===== src/rtl/pisd_pkg.sv =====
// ----------------------------------------------------------------------------
// pisd_pkg
// Shared types and constants for the packed image stream decoder.
// ----------------------------------------------------------------------------
package pisd_pkg;

  typedef enum logic [1:0] {
    KIND_HEADER = 2'd0,
    KIND_PIXEL  = 2'd1,
    KIND_ERROR  = 2'd2,
    KIND_END    = 2'd3
  } kind_e;

  typedef enum logic [1:0] {
    ERR_NONE   = 2'd0,
    ERR_BAD_ID = 2'd1,
    ERR_OFFSET = 2'd2
  } err_e;

  localparam logic [7:0]  TAG_BYTES [4] = '{8'h47, 8'h46, 8'h58, 8'h30};
  localparam logic [31:0] COLOUR_DEFAULT = 32'hFF00_0000;
  localparam int unsigned CHAN_ALPHA = 3;

  typedef struct packed {
    kind_e       kind;
    logic [31:0] pixel_index;
    logic [7:0]  red;
    logic [7:0]  green;
    logic [7:0]  blue;
    logic [7:0]  alpha;
    logic [15:0] image_width;
    logic [15:0] image_height;
    logic        has_alpha;
    err_e        error_code;
    logic        last_of_image;
  } res_t;

endpackage


===== src/rtl/pisd_in_if.sv =====
// ----------------------------------------------------------------------------
// pisd_in_if
// Byte request channel into the decoder.
// ----------------------------------------------------------------------------
interface pisd_in_if;
  logic       valid;
  logic       ready;
  logic [7:0] data_byte;
  logic       start_of_image;

  modport source (output valid, output data_byte, output start_of_image, input ready);
  modport sink   (input valid, input data_byte, input start_of_image, output ready);
endinterface


===== src/rtl/pisd_out_if.sv =====
// ----------------------------------------------------------------------------
// pisd_out_if
// Result request channel out of the decoder.
// ----------------------------------------------------------------------------
interface pisd_out_if;
  logic        valid;
  logic        ready;
  logic [1:0]  kind;
  logic [31:0] pixel_index;
  logic [7:0]  red;
  logic [7:0]  green;
  logic [7:0]  blue;
  logic [7:0]  alpha;
  logic [15:0] image_width;
  logic [15:0] image_height;
  logic        has_alpha;
  logic [1:0]  error_code;
  logic        last_of_image;

  modport source (
    output valid, output kind, output pixel_index, output red, output green,
    output blue, output alpha, output image_width, output image_height,
    output has_alpha, output error_code, output last_of_image, input ready
  );
  modport sink (
    input valid, input kind, input pixel_index, input red, input green,
    input blue, input alpha, input image_width, input image_height,
    input has_alpha, input error_code, input last_of_image, output ready
  );
endinterface


===== src/rtl/pisd_parser.sv =====
// ----------------------------------------------------------------------------
// pisd_parser
// Byte-wise parser state and per-byte next-state and result logic.
// ----------------------------------------------------------------------------
module pisd_parser import pisd_pkg::*; (
  input  logic       clk_i,
  input  logic       rst_ni,
  input  logic       acc_i,
  input  logic [7:0] data_byte_i,
  input  logic       start_i,
  output logic       res_valid_o,
  output res_t       res_o
);

  typedef enum logic [3:0] {
    PH_ID      = 4'd0,
    PH_FLAGS   = 4'd1,
    PH_WIDTH   = 4'd2,
    PH_HEIGHT  = 4'd3,
    PH_NBLOCKS = 4'd4,
    PH_RAW     = 4'd5,
    PH_BFLAGS  = 4'd6,
    PH_BCOLOUR = 4'd7,
    PH_BCOUNT  = 4'd8,
    PH_BOFFSET = 4'd9,
    PH_DONE    = 4'd10,
    PH_FAILED  = 4'd11
  } phase_e;

  function automatic logic [2:0] next_chan(input logic [3:0] mask, input logic [2:0] from);
    logic [2:0] r;
    logic       found;
    r     = 3'd4;
    found = 1'b0;
    for (int c = 0; c < 4; c++) begin
      if (!found && (3'(c) >= from) && mask[c]) begin
        r     = 3'(c);
        found = 1'b1;
      end
    end
    return r;
  endfunction

  function automatic logic [31:0] set_chan(input logic [31:0] colour, input logic [1:0] ch,
                                           input logic [7:0] b);
    logic [31:0] r;
    r = colour;
    r[{ch, 3'b000} +: 8] = b;
    return r;
  endfunction

  phase_e      phase_q, phase_c, phase_d;
  logic [1:0]  fbc_q, fbc_c, fbc_d;
  logic [7:0]  low_q, low_c, low_d;
  logic [3:0]  img_mask_q, img_mask_c, img_mask_d;
  logic [15:0] width_q, width_c, width_d;
  logic [15:0] height_q, height_c, height_d;
  logic [15:0] blocks_q, blocks_c, blocks_d;
  logic [3:0]  blk_mask_q, blk_mask_c, blk_mask_d;
  logic [31:0] colour_q, colour_c, colour_d;
  logic [15:0] offs_q, offs_c, offs_d;
  logic [31:0] rawcnt_q, rawcnt_c, rawcnt_d;
  logic        err_q, err_c, err_d;
  logic [31:0] total_q, total_c, total_d;

  // start of image restarts from the reset state on this very byte
  always_comb begin
    if (start_i) begin
      phase_c    = PH_ID;
      fbc_c      = '0;
      low_c      = '0;
      img_mask_c = '0;
      width_c    = '0;
      height_c   = '0;
      blocks_c   = '0;
      blk_mask_c = '0;
      colour_c   = COLOUR_DEFAULT;
      offs_c     = '0;
      rawcnt_c   = '0;
      err_c      = 1'b0;
      total_c    = '0;
    end else begin
      phase_c    = phase_q;
      fbc_c      = fbc_q;
      low_c      = low_q;
      img_mask_c = img_mask_q;
      width_c    = width_q;
      height_c   = height_q;
      blocks_c   = blocks_q;
      blk_mask_c = blk_mask_q;
      colour_c   = colour_q;
      offs_c     = offs_q;
      rawcnt_c   = rawcnt_q;
      err_c      = err_q;
      total_c    = total_q;
    end
  end

  logic [15:0] word;
  logic        word_done;
  logic [31:0] colour_set;
  logic [2:0]  nx_img;
  logic [2:0]  nx_blk;
  logic [2:0]  nx0_img;
  logic [2:0]  nx0_byte;
  logic        emit;
  kind_e       kind;
  logic [31:0] idx;
  logic [31:0] colour_out;
  logic [15:0] w_out;
  logic [15:0] h_out;
  err_e        ecode;
  logic        last;

  assign word       = {data_byte_i, low_c};
  assign word_done  = (fbc_c != 2'd0);
  assign colour_set = set_chan(colour_c, fbc_c, data_byte_i);
  assign nx_img     = next_chan(img_mask_c, {1'b0, fbc_c} + 3'd1);
  assign nx_blk     = next_chan(blk_mask_c, {1'b0, fbc_c} + 3'd1);
  assign nx0_img    = next_chan(img_mask_c, 3'd0);
  assign nx0_byte   = next_chan(data_byte_i[3:0], 3'd0);

  always_comb begin
    phase_d    = phase_c;
    fbc_d      = fbc_c;
    low_d      = low_c;
    img_mask_d = img_mask_c;
    width_d    = width_c;
    height_d   = height_c;
    blocks_d   = blocks_c;
    blk_mask_d = blk_mask_c;
    colour_d   = colour_c;
    offs_d     = offs_c;
    rawcnt_d   = rawcnt_c;
    err_d      = err_c;
    total_d    = total_c;
    emit       = 1'b0;
    kind       = KIND_HEADER;
    idx        = '0;
    colour_out = '0;
    w_out      = '0;
    h_out      = '0;
    ecode      = ERR_NONE;
    last       = 1'b0;

    // 16-bit fields: first byte is the low half
    if ((phase_c == PH_WIDTH || phase_c == PH_HEIGHT || phase_c == PH_NBLOCKS ||
         phase_c == PH_BCOUNT || phase_c == PH_BOFFSET) && !word_done) begin
      low_d = data_byte_i;
      fbc_d = 2'd1;
    end

    unique case (phase_c)
      PH_ID: begin
        if (data_byte_i != TAG_BYTES[fbc_c]) err_d = 1'b1;
        if (fbc_c == 2'd3) begin
          fbc_d = 2'd0;
          if (err_d) begin
            phase_d = PH_FAILED;
            emit    = 1'b1;
            kind    = KIND_ERROR;
            ecode   = ERR_BAD_ID;
            last    = 1'b1;
          end else begin
            phase_d = PH_FLAGS;
          end
        end else begin
          fbc_d = fbc_c + 2'd1;
        end
      end
      PH_FLAGS: begin
        img_mask_d = data_byte_i[3:0];
        fbc_d      = 2'd0;
        phase_d    = PH_WIDTH;
      end
      PH_WIDTH: begin
        if (word_done) begin
          fbc_d   = 2'd0;
          width_d = word;
          phase_d = PH_HEIGHT;
        end
      end
      PH_HEIGHT: begin
        if (word_done) begin
          fbc_d    = 2'd0;
          height_d = word;
          total_d  = {16'd0, width_c} * {16'd0, word};
          phase_d  = PH_NBLOCKS;
        end
      end
      PH_NBLOCKS: begin
        if (word_done) begin
          fbc_d    = 2'd0;
          blocks_d = word;
          emit     = 1'b1;
          kind     = KIND_HEADER;
          w_out    = width_c;
          h_out    = height_c;
          if (word != 16'd0) begin
            phase_d = PH_BFLAGS;
          end else if (total_c == 32'd0 || img_mask_c == 4'd0) begin
            phase_d = PH_DONE;
            last    = 1'b1;
          end else begin
            phase_d  = PH_RAW;
            rawcnt_d = '0;
            colour_d = '0;
            fbc_d    = nx0_img[1:0];
          end
        end
      end
      PH_RAW: begin
        if (!nx_img[2]) begin
          fbc_d    = nx_img[1:0];
          colour_d = colour_set;
        end else begin
          emit       = 1'b1;
          kind       = KIND_PIXEL;
          idx        = rawcnt_c;
          colour_out = colour_set;
          rawcnt_d   = rawcnt_c + 32'd1;
          colour_d   = '0;
          fbc_d      = nx0_img[1:0];
          if (rawcnt_d == total_c) begin
            phase_d = PH_DONE;
            last    = 1'b1;
          end
        end
      end
      PH_BFLAGS: begin
        blk_mask_d = data_byte_i[3:0];
        colour_d   = COLOUR_DEFAULT;
        if (data_byte_i[3:0] != 4'd0) begin
          fbc_d   = nx0_byte[1:0];
          phase_d = PH_BCOLOUR;
        end else begin
          fbc_d   = 2'd0;
          phase_d = PH_BCOUNT;
        end
      end
      PH_BCOLOUR: begin
        colour_d = colour_set;
        if (!nx_blk[2]) begin
          fbc_d = nx_blk[1:0];
        end else begin
          fbc_d   = 2'd0;
          phase_d = PH_BCOUNT;
        end
      end
      PH_BCOUNT: begin
        if (word_done) begin
          fbc_d  = 2'd0;
          offs_d = word;
          if (word != 16'd0) begin
            phase_d = PH_BOFFSET;
          end else begin
            blocks_d = blocks_c - 16'd1;
            if (blocks_d == 16'd0) begin
              phase_d = PH_DONE;
              emit    = 1'b1;
              kind    = KIND_END;
              last    = 1'b1;
            end else begin
              phase_d = PH_BFLAGS;
            end
          end
        end
      end
      PH_BOFFSET: begin
        if (word_done) begin
          fbc_d = 2'd0;
          emit  = 1'b1;
          if ({16'd0, word} >= total_c) begin
            err_d   = 1'b1;
            phase_d = PH_FAILED;
            kind    = KIND_ERROR;
            ecode   = ERR_OFFSET;
            last    = 1'b1;
          end else begin
            kind       = KIND_PIXEL;
            idx        = {16'd0, word};
            colour_out = colour_c;
            offs_d     = offs_c - 16'd1;
            if (offs_d == 16'd0) begin
              blocks_d = blocks_c - 16'd1;
              if (blocks_d == 16'd0) begin
                phase_d = PH_DONE;
                last    = 1'b1;
              end else begin
                phase_d = PH_BFLAGS;
              end
            end
          end
        end
      end
      PH_DONE, PH_FAILED: begin
        fbc_d = fbc_c;
      end
      default: begin
        phase_d = phase_c;
      end
    endcase
  end

  always_ff @(posedge clk_i or negedge rst_ni) begin
    if (!rst_ni) begin
      phase_q    <= PH_ID;
      fbc_q      <= '0;
      low_q      <= '0;
      img_mask_q <= '0;
      width_q    <= '0;
      height_q   <= '0;
      blocks_q   <= '0;
      blk_mask_q <= '0;
      colour_q   <= COLOUR_DEFAULT;
      offs_q     <= '0;
      rawcnt_q   <= '0;
      err_q      <= 1'b0;
      total_q    <= '0;
    end else if (acc_i) begin
      phase_q    <= phase_d;
      fbc_q      <= fbc_d;
      low_q      <= low_d;
      img_mask_q <= img_mask_d;
      width_q    <= width_d;
      height_q   <= height_d;
      blocks_q   <= blocks_d;
      blk_mask_q <= blk_mask_d;
      colour_q   <= colour_d;
      offs_q     <= offs_d;
      rawcnt_q   <= rawcnt_d;
      err_q      <= err_d;
      total_q    <= total_d;
    end
  end

  assign res_valid_o         = acc_i & emit;
  assign res_o.kind          = kind;
  assign res_o.pixel_index   = idx;
  assign res_o.red           = colour_out[7:0];
  assign res_o.green         = colour_out[15:8];
  assign res_o.blue          = colour_out[23:16];
  assign res_o.alpha         = colour_out[31:24];
  assign res_o.image_width   = w_out;
  assign res_o.image_height  = h_out;
  assign res_o.has_alpha     = img_mask_d[CHAN_ALPHA];
  assign res_o.error_code    = ecode;
  assign res_o.last_of_image = last;

  a_error_is_last: assert property (@(posedge clk_i) disable iff (!rst_ni)
    (res_valid_o && res_o.kind == KIND_ERROR) |->
      (res_o.last_of_image && res_o.error_code != ERR_NONE))
    else $error("error result without last mark or code");

  a_pixel_no_error: assert property (@(posedge clk_i) disable iff (!rst_ni)
    (res_valid_o && res_o.kind == KIND_PIXEL) |-> (res_o.error_code == ERR_NONE))
    else $error("pixel result carries an error code");

  a_silent_after_last: assert property (@(posedge clk_i) disable iff (!rst_ni)
    (res_valid_o && res_o.last_of_image) |=> (!res_valid_o || start_i))
    else $error("result after end of image without new start");

  a_raw_in_range: assert property (@(posedge clk_i) disable iff (!rst_ni)
    (res_valid_o && res_o.kind == KIND_PIXEL) |-> (res_o.pixel_index < total_c))
    else $error("pixel index beyond image size");

endmodule


===== src/rtl/pisd_obuf.sv =====
// ----------------------------------------------------------------------------
// pisd_obuf
// Two-entry result buffer: head register plus skid register.
// ----------------------------------------------------------------------------
module pisd_obuf import pisd_pkg::*; (
  input  logic clk_i,
  input  logic rst_ni,
  input  logic push_i,
  input  res_t push_data_i,
  output logic room_o,
  output logic valid_o,
  output res_t data_o,
  input  logic ready_i
);

  logic head_v_q, head_v_d;
  logic spare_v_q, spare_v_d;
  res_t head_q, head_d;
  res_t spare_q, spare_d;
  logic pop;
  logic push;

  assign pop  = head_v_q & ready_i;
  assign push = push_i & ~spare_v_q;

  always_comb begin
    head_v_d  = head_v_q;
    spare_v_d = spare_v_q;
    head_d    = head_q;
    spare_d   = spare_q;
    if (pop) begin
      if (spare_v_q) begin
        head_d    = spare_q;
        spare_v_d = 1'b0;
      end else if (push) begin
        head_d = push_data_i;
      end else begin
        head_v_d = 1'b0;
      end
    end else if (push) begin
      if (head_v_q) begin
        spare_d   = push_data_i;
        spare_v_d = 1'b1;
      end else begin
        head_d   = push_data_i;
        head_v_d = 1'b1;
      end
    end
  end

  always_ff @(posedge clk_i or negedge rst_ni) begin
    if (!rst_ni) begin
      head_v_q  <= 1'b0;
      spare_v_q <= 1'b0;
    end else begin
      head_v_q  <= head_v_d;
      spare_v_q <= spare_v_d;
    end
  end

  always_ff @(posedge clk_i) begin
    head_q  <= head_d;
    spare_q <= spare_d;
  end

  assign room_o  = ~spare_v_q;
  assign valid_o = head_v_q;
  assign data_o  = head_q;

  a_spare_needs_head: assert property (@(posedge clk_i) disable iff (!rst_ni)
    spare_v_q |-> head_v_q)
    else $error("skid entry held without head entry");

  a_no_push_when_full: assert property (@(posedge clk_i) disable iff (!rst_ni)
    (push_i && spare_v_q) |-> 1'b0)
    else $error("result pushed into full buffer");

endmodule


===== src/rtl/packed_image_stream_decoder_top.sv =====
// ----------------------------------------------------------------------------
// packed_image_stream_decoder_top
// Byte-serial decoder for packed GFX0 image files.
// ----------------------------------------------------------------------------
// in_i carries one file byte per request; start_of_image set on a request
// restarts parsing with that byte as the first tag byte. out_o carries at
// most one result per input byte: a header, a pixel write, an error or an
// end mark, with last_of_image set on the final result of the image.
// One input byte is taken every cycle while in_i.ready is high; each byte is
// parsed combinationally against the parser state registers. A result is
// presented on out_o from the head register, via the skid register if busy.
// Results go through a two-entry buffer (head and skid register), so input
// keeps flowing while one result waits; in_i.ready drops only when both
// entries are full, i.e. while the receiver stalls with two results held.
// Reset (rst_ni low) empties the buffer and puts the parser back to waiting
// for the tag; no start mark is needed for the first image after reset.
// ----------------------------------------------------------------------------
module packed_image_stream_decoder_top import pisd_pkg::*; (
  input  logic       clk_i,
  input  logic       rst_ni,
  pisd_in_if.sink    in_i,
  pisd_out_if.source out_o
);

  logic room;
  logic acc;
  logic res_valid;
  res_t res;
  res_t head;

  assign in_i.ready = room;
  assign acc        = in_i.valid & room;

  pisd_parser u_parser (
    .clk_i       (clk_i),
    .rst_ni      (rst_ni),
    .acc_i       (acc),
    .data_byte_i (in_i.data_byte),
    .start_i     (in_i.start_of_image),
    .res_valid_o (res_valid),
    .res_o       (res)
  );

  pisd_obuf u_obuf (
    .clk_i       (clk_i),
    .rst_ni      (rst_ni),
    .push_i      (res_valid),
    .push_data_i (res),
    .room_o      (room),
    .valid_o     (out_o.valid),
    .data_o      (head),
    .ready_i     (out_o.ready)
  );

  assign out_o.kind          = head.kind;
  assign out_o.pixel_index   = head.pixel_index;
  assign out_o.red           = head.red;
  assign out_o.green         = head.green;
  assign out_o.blue          = head.blue;
  assign out_o.alpha         = head.alpha;
  assign out_o.image_width   = head.image_width;
  assign out_o.image_height  = head.image_height;
  assign out_o.has_alpha     = head.has_alpha;
  assign out_o.error_code    = head.error_code;
  assign out_o.last_of_image = head.last_of_image;

  a_result_reaches_out: assert property (@(posedge clk_i) disable iff (!rst_ni)
    res_valid |=> out_o.valid)
    else $error("accepted result not presented");

  a_ready_with_idle_out: assert property (@(posedge clk_i) disable iff (!rst_ni)
    !out_o.valid |-> in_i.ready)
    else $error("input stalled with empty output");

  a_pixel_colour_raw: assert property (@(posedge clk_i) disable iff (!rst_ni)
    (out_o.valid && out_o.kind != KIND_PIXEL) |->
      (out_o.red == 8'd0 && out_o.green == 8'd0 && out_o.blue == 8'd0 &&
       out_o.alpha == 8'd0 && out_o.pixel_index == 32'd0))
    else $error("non-pixel result carries pixel data");

endmodule


===== src/flat_wrapper.sv =====
// flat-port wrapper written by rule: the top's interface ports become plain ports
module packed_image_stream_decoder_top_flat import pisd_pkg::*;
  (clk_i, rst_ni, in_i_valid, in_i_data_byte, in_i_start_of_image, in_i_ready, out_o_valid, out_o_kind, out_o_pixel_index, out_o_red, out_o_green, out_o_blue, out_o_alpha, out_o_image_width, out_o_image_height, out_o_has_alpha, out_o_error_code, out_o_last_of_image, out_o_ready);
  pisd_in_if in_i_i ();
  pisd_out_if out_o_i ();
  input  logic clk_i;
  input  logic rst_ni;
  input wire logic [$bits(in_i_i.valid)-1:0] in_i_valid;
  input wire logic [$bits(in_i_i.data_byte)-1:0] in_i_data_byte;
  input wire logic [$bits(in_i_i.start_of_image)-1:0] in_i_start_of_image;
  output wire logic [$bits(in_i_i.ready)-1:0] in_i_ready;
  output wire logic [$bits(out_o_i.valid)-1:0] out_o_valid;
  output wire logic [$bits(out_o_i.kind)-1:0] out_o_kind;
  output wire logic [$bits(out_o_i.pixel_index)-1:0] out_o_pixel_index;
  output wire logic [$bits(out_o_i.red)-1:0] out_o_red;
  output wire logic [$bits(out_o_i.green)-1:0] out_o_green;
  output wire logic [$bits(out_o_i.blue)-1:0] out_o_blue;
  output wire logic [$bits(out_o_i.alpha)-1:0] out_o_alpha;
  output wire logic [$bits(out_o_i.image_width)-1:0] out_o_image_width;
  output wire logic [$bits(out_o_i.image_height)-1:0] out_o_image_height;
  output wire logic [$bits(out_o_i.has_alpha)-1:0] out_o_has_alpha;
  output wire logic [$bits(out_o_i.error_code)-1:0] out_o_error_code;
  output wire logic [$bits(out_o_i.last_of_image)-1:0] out_o_last_of_image;
  input wire logic [$bits(out_o_i.ready)-1:0] out_o_ready;
  assign in_i_i.valid = in_i_valid;
  assign in_i_i.data_byte = in_i_data_byte;
  assign in_i_i.start_of_image = in_i_start_of_image;
  assign in_i_ready = in_i_i.ready;
  assign out_o_valid = out_o_i.valid;
  assign out_o_kind = out_o_i.kind;
  assign out_o_pixel_index = out_o_i.pixel_index;
  assign out_o_red = out_o_i.red;
  assign out_o_green = out_o_i.green;
  assign out_o_blue = out_o_i.blue;
  assign out_o_alpha = out_o_i.alpha;
  assign out_o_image_width = out_o_i.image_width;
  assign out_o_image_height = out_o_i.image_height;
  assign out_o_has_alpha = out_o_i.has_alpha;
  assign out_o_error_code = out_o_i.error_code;
  assign out_o_last_of_image = out_o_i.last_of_image;
  assign out_o_i.ready = out_o_ready;
  packed_image_stream_decoder_top u_core (.clk_i(clk_i), .rst_ni(rst_ni), .in_i(in_i_i), .out_o(out_o_i));
endmodule

===== config.mk =====
export PLATFORM = sky130hd
export DESIGN_NAME = packed_image_stream_decoder_top_flat
export DESIGN_NICKNAME = d
export VERILOG_FILES = /design/src/rtl/pisd_pkg.sv /design/src/rtl/pisd_in_if.sv /design/src/rtl/pisd_out_if.sv /design/src/rtl/pisd_parser.sv /design/src/rtl/pisd_obuf.sv /design/src/rtl/packed_image_stream_decoder_top.sv /design/src/flat_wrapper.sv
export SDC_FILE = /design/constraint.sdc
export NUM_CORES = 2
export LEC_CHECK = 0
export BUFFER_PORTS_ARGS = -buffer_cell sky130_fd_sc_hd__buf_2
export CAP_MARGIN = 10
export CORE_MARGIN = 2
export CORE_UTILIZATION = 45
export CTS_CLUSTER_SIZE = 24
export DETAILED_ROUTE_END_ITERATION = 12
export SYNTH_ARGS = -nofsm -noshare
export SYNTH_HDL_FRONTEND = slang
export SYNTH_SLANG_ARGS = --single-unit

===== constraint.sdc =====
create_clock -name clk_i -period 26.5 [get_ports clk_i]
set_clock_uncertainty 0.1 [all_clocks]
set_input_delay 2.65 -clock clk_i [delete_from_list [all_inputs] [get_ports clk_i]]
set_output_delay 2.65 -clock clk_i [all_outputs]
set_load 0.1 [all_outputs]

[After elaboration in Yosys (flattened, before gate mapping)]
Index checks and enable logic that the tools add are counted.
Storage, ports and cells
  memories: 0
  register bits after elaboration: 389
  logic and storage cells: 294
  bits in read-only memories: 0
  input bits: 13
  latch bits: 0
  RAM bits: 0
  output and inout port bits: 104
Cells by class
  shift-type cells: 2
  reduce and logical (&&, ||, !) cells: 57
  multipliers: 1
  add/subtract/negate cells: 6
  divide/modulo/power cells: 0
  bitwise operators: 7
  muxes and demuxes: 161
  equal/unequal tests: 17
  $lt $le $gt $ge: 6
Operators by type and width (number)
  $mux 32: 17
  $mux 102: 5
  $mux 16: 23
  $pmux 32 s2: 3
  $pmux 32 s4: 1
  $mux 4: 22
  $mux 2: 25
  $pmux 16 s3: 1
  $mux 1: 42
  $pmux 4 s10: 1
  $add 32x1->32 const B: 1
  $bwmux 32: 1
  $eq 32x32->1: 1
  $ge 16x32->1: 1
  $logic_not 16->1: 2
  $logic_not 32->1: 1
  $mul 16x16->32: 1
  $mux 8: 4
  $pmux 16 s2: 1
  $shift 8x7->32 const A: 1
  $shiftx 8x7->32: 1
  $sub 16x1->16 const B: 2
  $mux 3: 8
  $logic_and 1x1->1: 21
  other kinds (34): 71

[Logic depth before layout (Yosys ltp)]
  depth in word-level cells: 24
  mapped depth: 33
  mapped depth without buffers: 24

[Cells and area by module]
A second synthesis with hierarchy kept.
Unflattened totals
  cell total of the unflattened synthesis: 2964
  area total of the unflattened synthesis: 29674.7 um^2
By module, submodules not included
  pisd_parser: cells an instance 2631, times used 1, seq. area each 4589.4 um^2, area each 21848.5 um^2
  pisd_obuf: cells an instance 332, times used 1, seq. area each 6175.9 um^2, area each 7820.0 um^2
  packed_image_stream_decoder_top: cells an instance 1, times used 1, seq. area each 0.0 um^2, area each 6.3 um^2

[Least setup slack after synthesis]
OpenSTA, ideal clock, no wires.
  path kind: input to register
  start point: input in_i_start_of_image
  end point: register u_core.u_obuf.head_q, in the netlist u_core.u_obuf.data_o[0] (enable)
  path buffers: 6
  data required time: 25.674 ns
  setup time: 0.726 ns
  path slack: 12.421 ns
  arrival time: 13.253 ns
  stages: 18
  cells stage by stage: buf_2 inv_1 buf_2 buf_1 clkbuf_1 nand2_1 ha_1 clkbuf_1 clkbuf_1 nor2_1 a2bb2oi_1 nor3_1 o211ai_1 nor4_1 a21oi_1 a211o_1 ha_1 a221oi_1
On the way
  word-level cells in the longest chain between the ends: 23
  elaborated cells on any way between the ends: 59
  those cells by class: 2 x add/sub; 4 x order compare; 6 x eq/ne; 26 x mux; 3 x bitwise; 18 x reduce/logical
RTL lines
  start: declaration: RTL line flat_wrapper.sv:10  | input wire logic [$bits(in_i_i.start_of_image)-1:0] in_i_start_of_image;
  $mux 2: RTL line pisd_parser.sv:68  | if (start_i) begin
  $add 2x1->3: RTL line pisd_parser.sv:118  | assign nx_img = next_chan(img_mask_c, {1'b0, fbc_c} + 3'd1);
  $ge 1x3->1: RTL line pisd_parser.sv:36  | if (!found && (3'(c) >= from) && mask[c]) begin
  $logic_and 1x1->1: RTL line pisd_parser.sv:36
  $mux 1: RTL line pisd_parser.sv:36
  $logic_not 1->1: RTL line pisd_parser.sv:36
  $logic_and 1x1->1 (2 in series): RTL line pisd_parser.sv:36
  $mux 1: RTL line pisd_parser.sv:36
  (+5 left out)
  $logic_and 1x1->1 (2 in series): RTL line pisd_parser.sv:36
  $mux 3: RTL line pisd_parser.sv:36
  $mux 1: RTL line pisd_parser.sv:213  | if (!nx_img[2]) begin
  $pmux 1 s4 (*): RTL line pisd_parser.sv:153  | unique case (phase_c)
  $and 1x1->1 (*): RTL line pisd_parser.sv:337  | assign res_valid_o = acc_i & emit;
  $and 1x1->1 (*): RTL line pisd_obuf.sv:24  | assign push = push_i & ~spare_v_q;
  $reduce_bool 2->1 (no source line)
  $reduce_and 3->1 (no source line) (*)
  end signal: assignment: RTL line pisd_obuf.sv:62  | head_q <= head_d;
  end: declaration: RTL line pisd_obuf.sv:18  | res_t head_q, head_d;
Every way passes the cells marked *; elsewhere a longest branch is shown, timed or not. The select of a mux whose other input is x is not followed.
A chain may end at the register's enable or synchronous reset.

[Worst setup path in the final report]
  start point: input in_i_start_of_image
  end point: register u_core.u_parser.total_q[31]
On the way
  word-level cells in the longest chain between the ends: 4
  elaborated cells on any way between the ends: 10
  those cells by class: 1 x mul; 1 x eq/ne; 7 x mux; 1 x reduce/logical
RTL lines
  $mux 16 (tied with other cells): RTL line pisd_parser.sv:68
  $mul 16x16->32 or $reduce_bool 2->1 (tied branches): RTL line pisd_parser.sv:187, pisd_parser.sv:116
  $mux 32: RTL line pisd_parser.sv:184  | if (word_done) begin
  $mux 32 (*): RTL line pisd_parser.sv:153
  end signal: assignment: RTL line pisd_parser.sv:333  | total_q <= total_d;
  end: declaration: RTL line pisd_parser.sv:64  | logic [31:0] total_q, total_c, total_d;
Every way passes the cells marked *; elsewhere a longest branch is shown, timed or not.

==> flow_summary_export.csv <==
group,metric,value,unit
floorplanning,io_pins,117,
timing,holdWs,0.381,ns
routing,drtIter0Drc,2221,
floorplanning,core_area,0.0660,mm²
job,maxCapViolCount,0,
routing,via_per_inst,6.09,
floorplanning,die-area,0.0688,mm²
grt,grt_pass1_vias,25100,
placement,placedCellCount,3967,
floorplanning,die_x,262,µm
setup_path,path_buf_inv,7,
setup_path,cp_num_cells,25,
cells_and_area,area_delta_synth_final,9.41,%
cells_and_area,utilization,49.8,%
clock_tree,cts_resized,0,
routing,drt_pass1_iterations,5,
min_path,hold_end,"u_core.u_parser.height_q[2]",
floorplanning,initial_utilization,45.5,%
timing,tns,0,ns
setup_path,end_kind,"flop",
min_path,min_path_cells,2,
timing,max_freq,0.105,GHz
yosys,yosys_warnings,0,
yosys,yosysSeqAreaShare,35.8,%
yosys,synth_edf_count,204,
grt,grt_first_pass_wirelength,148,mm
clock_tree,htreeDepth,2,
clock_tree,clk_pin_slew,0.06,ns
timing,rsz0062_at_grt,"false",
grt,antenna_found_initial,2,
min_path,hp-start,"u_core.u_parser.height_q[2]",
yosys,syn_area,0.0300,mm²
routing,remaining_drc_errors,0,
yosys,syn_nets,3483,
timing,min_period,9.56,ns
timing,worst_slew_pin_slew,1.23,ns
setup_path,worstPathRequired,26.89,ns
floorplanning,die_h,262,µm
clock_tree,cts_root_buf,"clkbuf_16",
routing,wl_per_cell,23.3,µm
timing,drv_slew,0,
setup_path,r2r_slack,19.31,ns
routing,vias,24700,
clock_tree,holdBufCountCts,0,
cells_and_area,fillers,6056,
placement,gp_congestion,0.920,
power_and_ir_drop,ir_drop,0.0501,mV
placement,placed_area,0.0314,mm²
setup_path,reg2reg_from,"u_core.u_parser.width_q[7]",
yosys,netlist_instances,3140,
cells_and_area,fin_cells,4055,
setup_path,crit_family,"adder cells",
setup_path,slowest_delay,1.00,ns
yosys,ys_ff_latch,389,
grt,track_usage,27.1,%
timing,period_share,36.1,%
placement,numPortBuffers,116,
yosys,ys_types,92,
routing,antenna_left,0,
yosys,synth-async-reset-ratio,47.6,%
setup_path,cpMaxStageDelayCell,"nor2b_1",
yosys,syn_avg_cell_area,9.57,µm²
cells_and_area,final_cell_mix,"nand2_1, inv_1, edfxtp_1",
timing,slew_headroom,17.6,%
min_path,holdCritPathClass,"reg2reg",
timing,finalHoldViolCount,0,
cells_and_area,mostFrequentLayoutCell,"nand2_1",
floorplanning,fp-row-count,94,
grt,grt_overflow_total,0,
grt,grt_max_degree,74,
clock_tree,clock_path_buffers,3,
setup_path,crit_arrival,9.94,ns
setup_path,ff2ff_path_depth,23,
clock_tree,clock_sinks,389,
setup_path,r2r-end,"u_core.u_parser.total_q[31]",
clock_tree,cts_buffers,45,
run_status,status,"finished, final reports clean",
placement,dp_hpwl,65.6,mm
routing,wirelength,94.4,mm
timing,setup_viol,0,
clock_tree,cts_setup_buffers,0,
cells_and_area,stdcell_area,0.0329,mm²
setup_path,crit_path_start_kind,"input pin",
setup_path,path_class,"in2reg",
yosys,synth_flop_cell,"edfxtp_1",
setup_path,critPathMaxFanout,55,
power_and_ir_drop,power_leakage,0.0143,µW
cells_and_area,drive_gt1_share,12.0,%
power_and_ir_drop,power_density,80.1,mW/mm²
cells_and_area,nNetsFinal,3496,
clock_tree,cts_tree,"built",
setup_path,crit_top_cell,"fa_1",
clock_tree,insertion_delay,0.60,ns
==> worst min-delay path, stage by stage, from the launching register on <==
cell     delay [ns]
dfrtp_1        0.34
nand2_1        0.04
o21ai_0        0.06
==> final cells by class <==
class	count	area (µm²)	share of cell area, %
multi-input combinational	2275	17500	53.3
sequential	389	10800	32.8
clock buffer	65	1270	3.87
tap	864	1080	3.29
timing repair buffer	180	1070	3.25
inverter	262	983	2.99
clock inverter	19	194	0.590
antenna	1	2.50	0.00761
==> cells in the mapped netlist, types with 10 or more instances <==
cell type / number / area share (%)
a211oi_1: 13 / 0.32
a21o_1: 26 / 0.65
a21oi_1: 163 / 2.7
a22o_1: 103 / 3.0
a22oi_1: 23 / 0.57
a31oi_1: 22 / 0.46
and2_1: 129 / 2.7
and3_1: 62 / 1.3
buf_1: 10 / 0.12
buf_2: 18 / 0.30
clkbuf_1: 178 / 2.2
dfrtp_1: 177 / 15
edfxtp_1: 204 / 20
fa_1: 194 / 13
ha_1: 136 / 5.7
inv_1: 261 / 3.3
mux2_2: 91 / 3.4
mux2i_1: 16 / 0.53
nand2_1: 342 / 4.3
nand2b_1: 33 / 0.69
nand3_1: 45 / 0.75
nand4_1: 20 / 0.42
nor2_1: 204 / 2.5
nor2b_1: 56 / 1.2
nor3_1: 49 / 0.82
nor4_1: 31 / 0.65
o211ai_1: 12 / 0.30
o21ai_0: 173 / 2.9
o21ai_1: 11 / 0.18
o22a_1: 13 / 0.38
o22ai_1: 22 / 0.46
o31ai_1: 34 / 0.85
or3_1: 18 / 0.37
or4_1: 15 / 0.37
xnor2_1: 44 / 1.3
xor2_1: 31 / 0.90
==> registers in the layout (all words and copies together) (netlist names), 4 cells and up <==
signal	flops
u_core.u_obuf.data_o	102
u_core.u_obuf.spare_q	102
u_core.u_parser.colour_q	32
u_core.u_parser.rawcnt_q	32
u_core.u_parser.total_q	32
u_core.u_parser.blocks_q	16
u_core.u_parser.height_q	16
u_core.u_parser.offs_q	16
u_core.u_parser.width_q	16
u_core.u_parser.low_q	8
u_core.u_parser.blk_mask_q	4
u_core.u_parser.img_mask_q	4
u_core.u_parser.phase_q	4
==> power by group <==
part | total (µW) | leakage, µW | internal (µW) | switching, µW
clock | 630 | 0.000712 | 357 | 273
combinational | 1180 | 0.00908 | 365 | 815
sequential | 824 | 0.00448 | 719 | 105
==> cell families (layout without fill, tap and decap cells) <==
logic type | count (synthesis) | after routing | share of synthesized area (%)
muxes | 108 | 108 | 3.98
other | 0 | 1 | 0
AOI/OAI and AO/OA | 710 | 710 | 15.6
adders and majority gates | 330 | 330 | 18.6
DFF | 389 | 389 | 35.8
and+or+nand+nor | 1051 | 1051 | 17.5
buffers and inverters | 476 | 526 | 6.18
xor gates and xnor gates | 76 | 76 | 2.26
==> how the worst max path moves through the flow <==
stage | endpoint | from | slack [ns]
finish | u_core.u_parser.total_q[31] | in_i_start_of_image | 16.94
CTS | u_core.u_parser.total_q[31] | in_i_start_of_image | 16.97
floorplan | u_core.u_obuf.data_o[0] | in_i_start_of_image | 12.42
global placement | u_core.u_parser.total_q[30] | in_i_start_of_image | 16.47
detailed placement | u_core.u_parser.total_q[31] | in_i_start_of_image | 16.38
global route | u_core.u_parser.total_q[31] | in_i_start_of_image | 16.46
==> per-stage QoR <==
step                      power (µW)  worst slack (ns)
after global routing            2790             16.46
after CTS                       2640             16.97
after floorplan                 1670             12.42
after global placement          1980             16.47
final                           2630             16.94
after detailed placement        2000             16.38
==> layer usage <==
| metal | vias to the layer above | GRT usage, % | part of all wire (%) |
|---|---|---|---|
| met1 | 12500 | 36.1 | 42 |
| met4 | 2 | 11.4 | 4.2 |
| met5 | - | 0 | 0.012 |
| li1 | 11000 | - | - |
| met2 | 956 | 44.0 | 47 |
| met3 | 215 | 4.47 | 6.6 |
(Power assumes the default switching activity.)
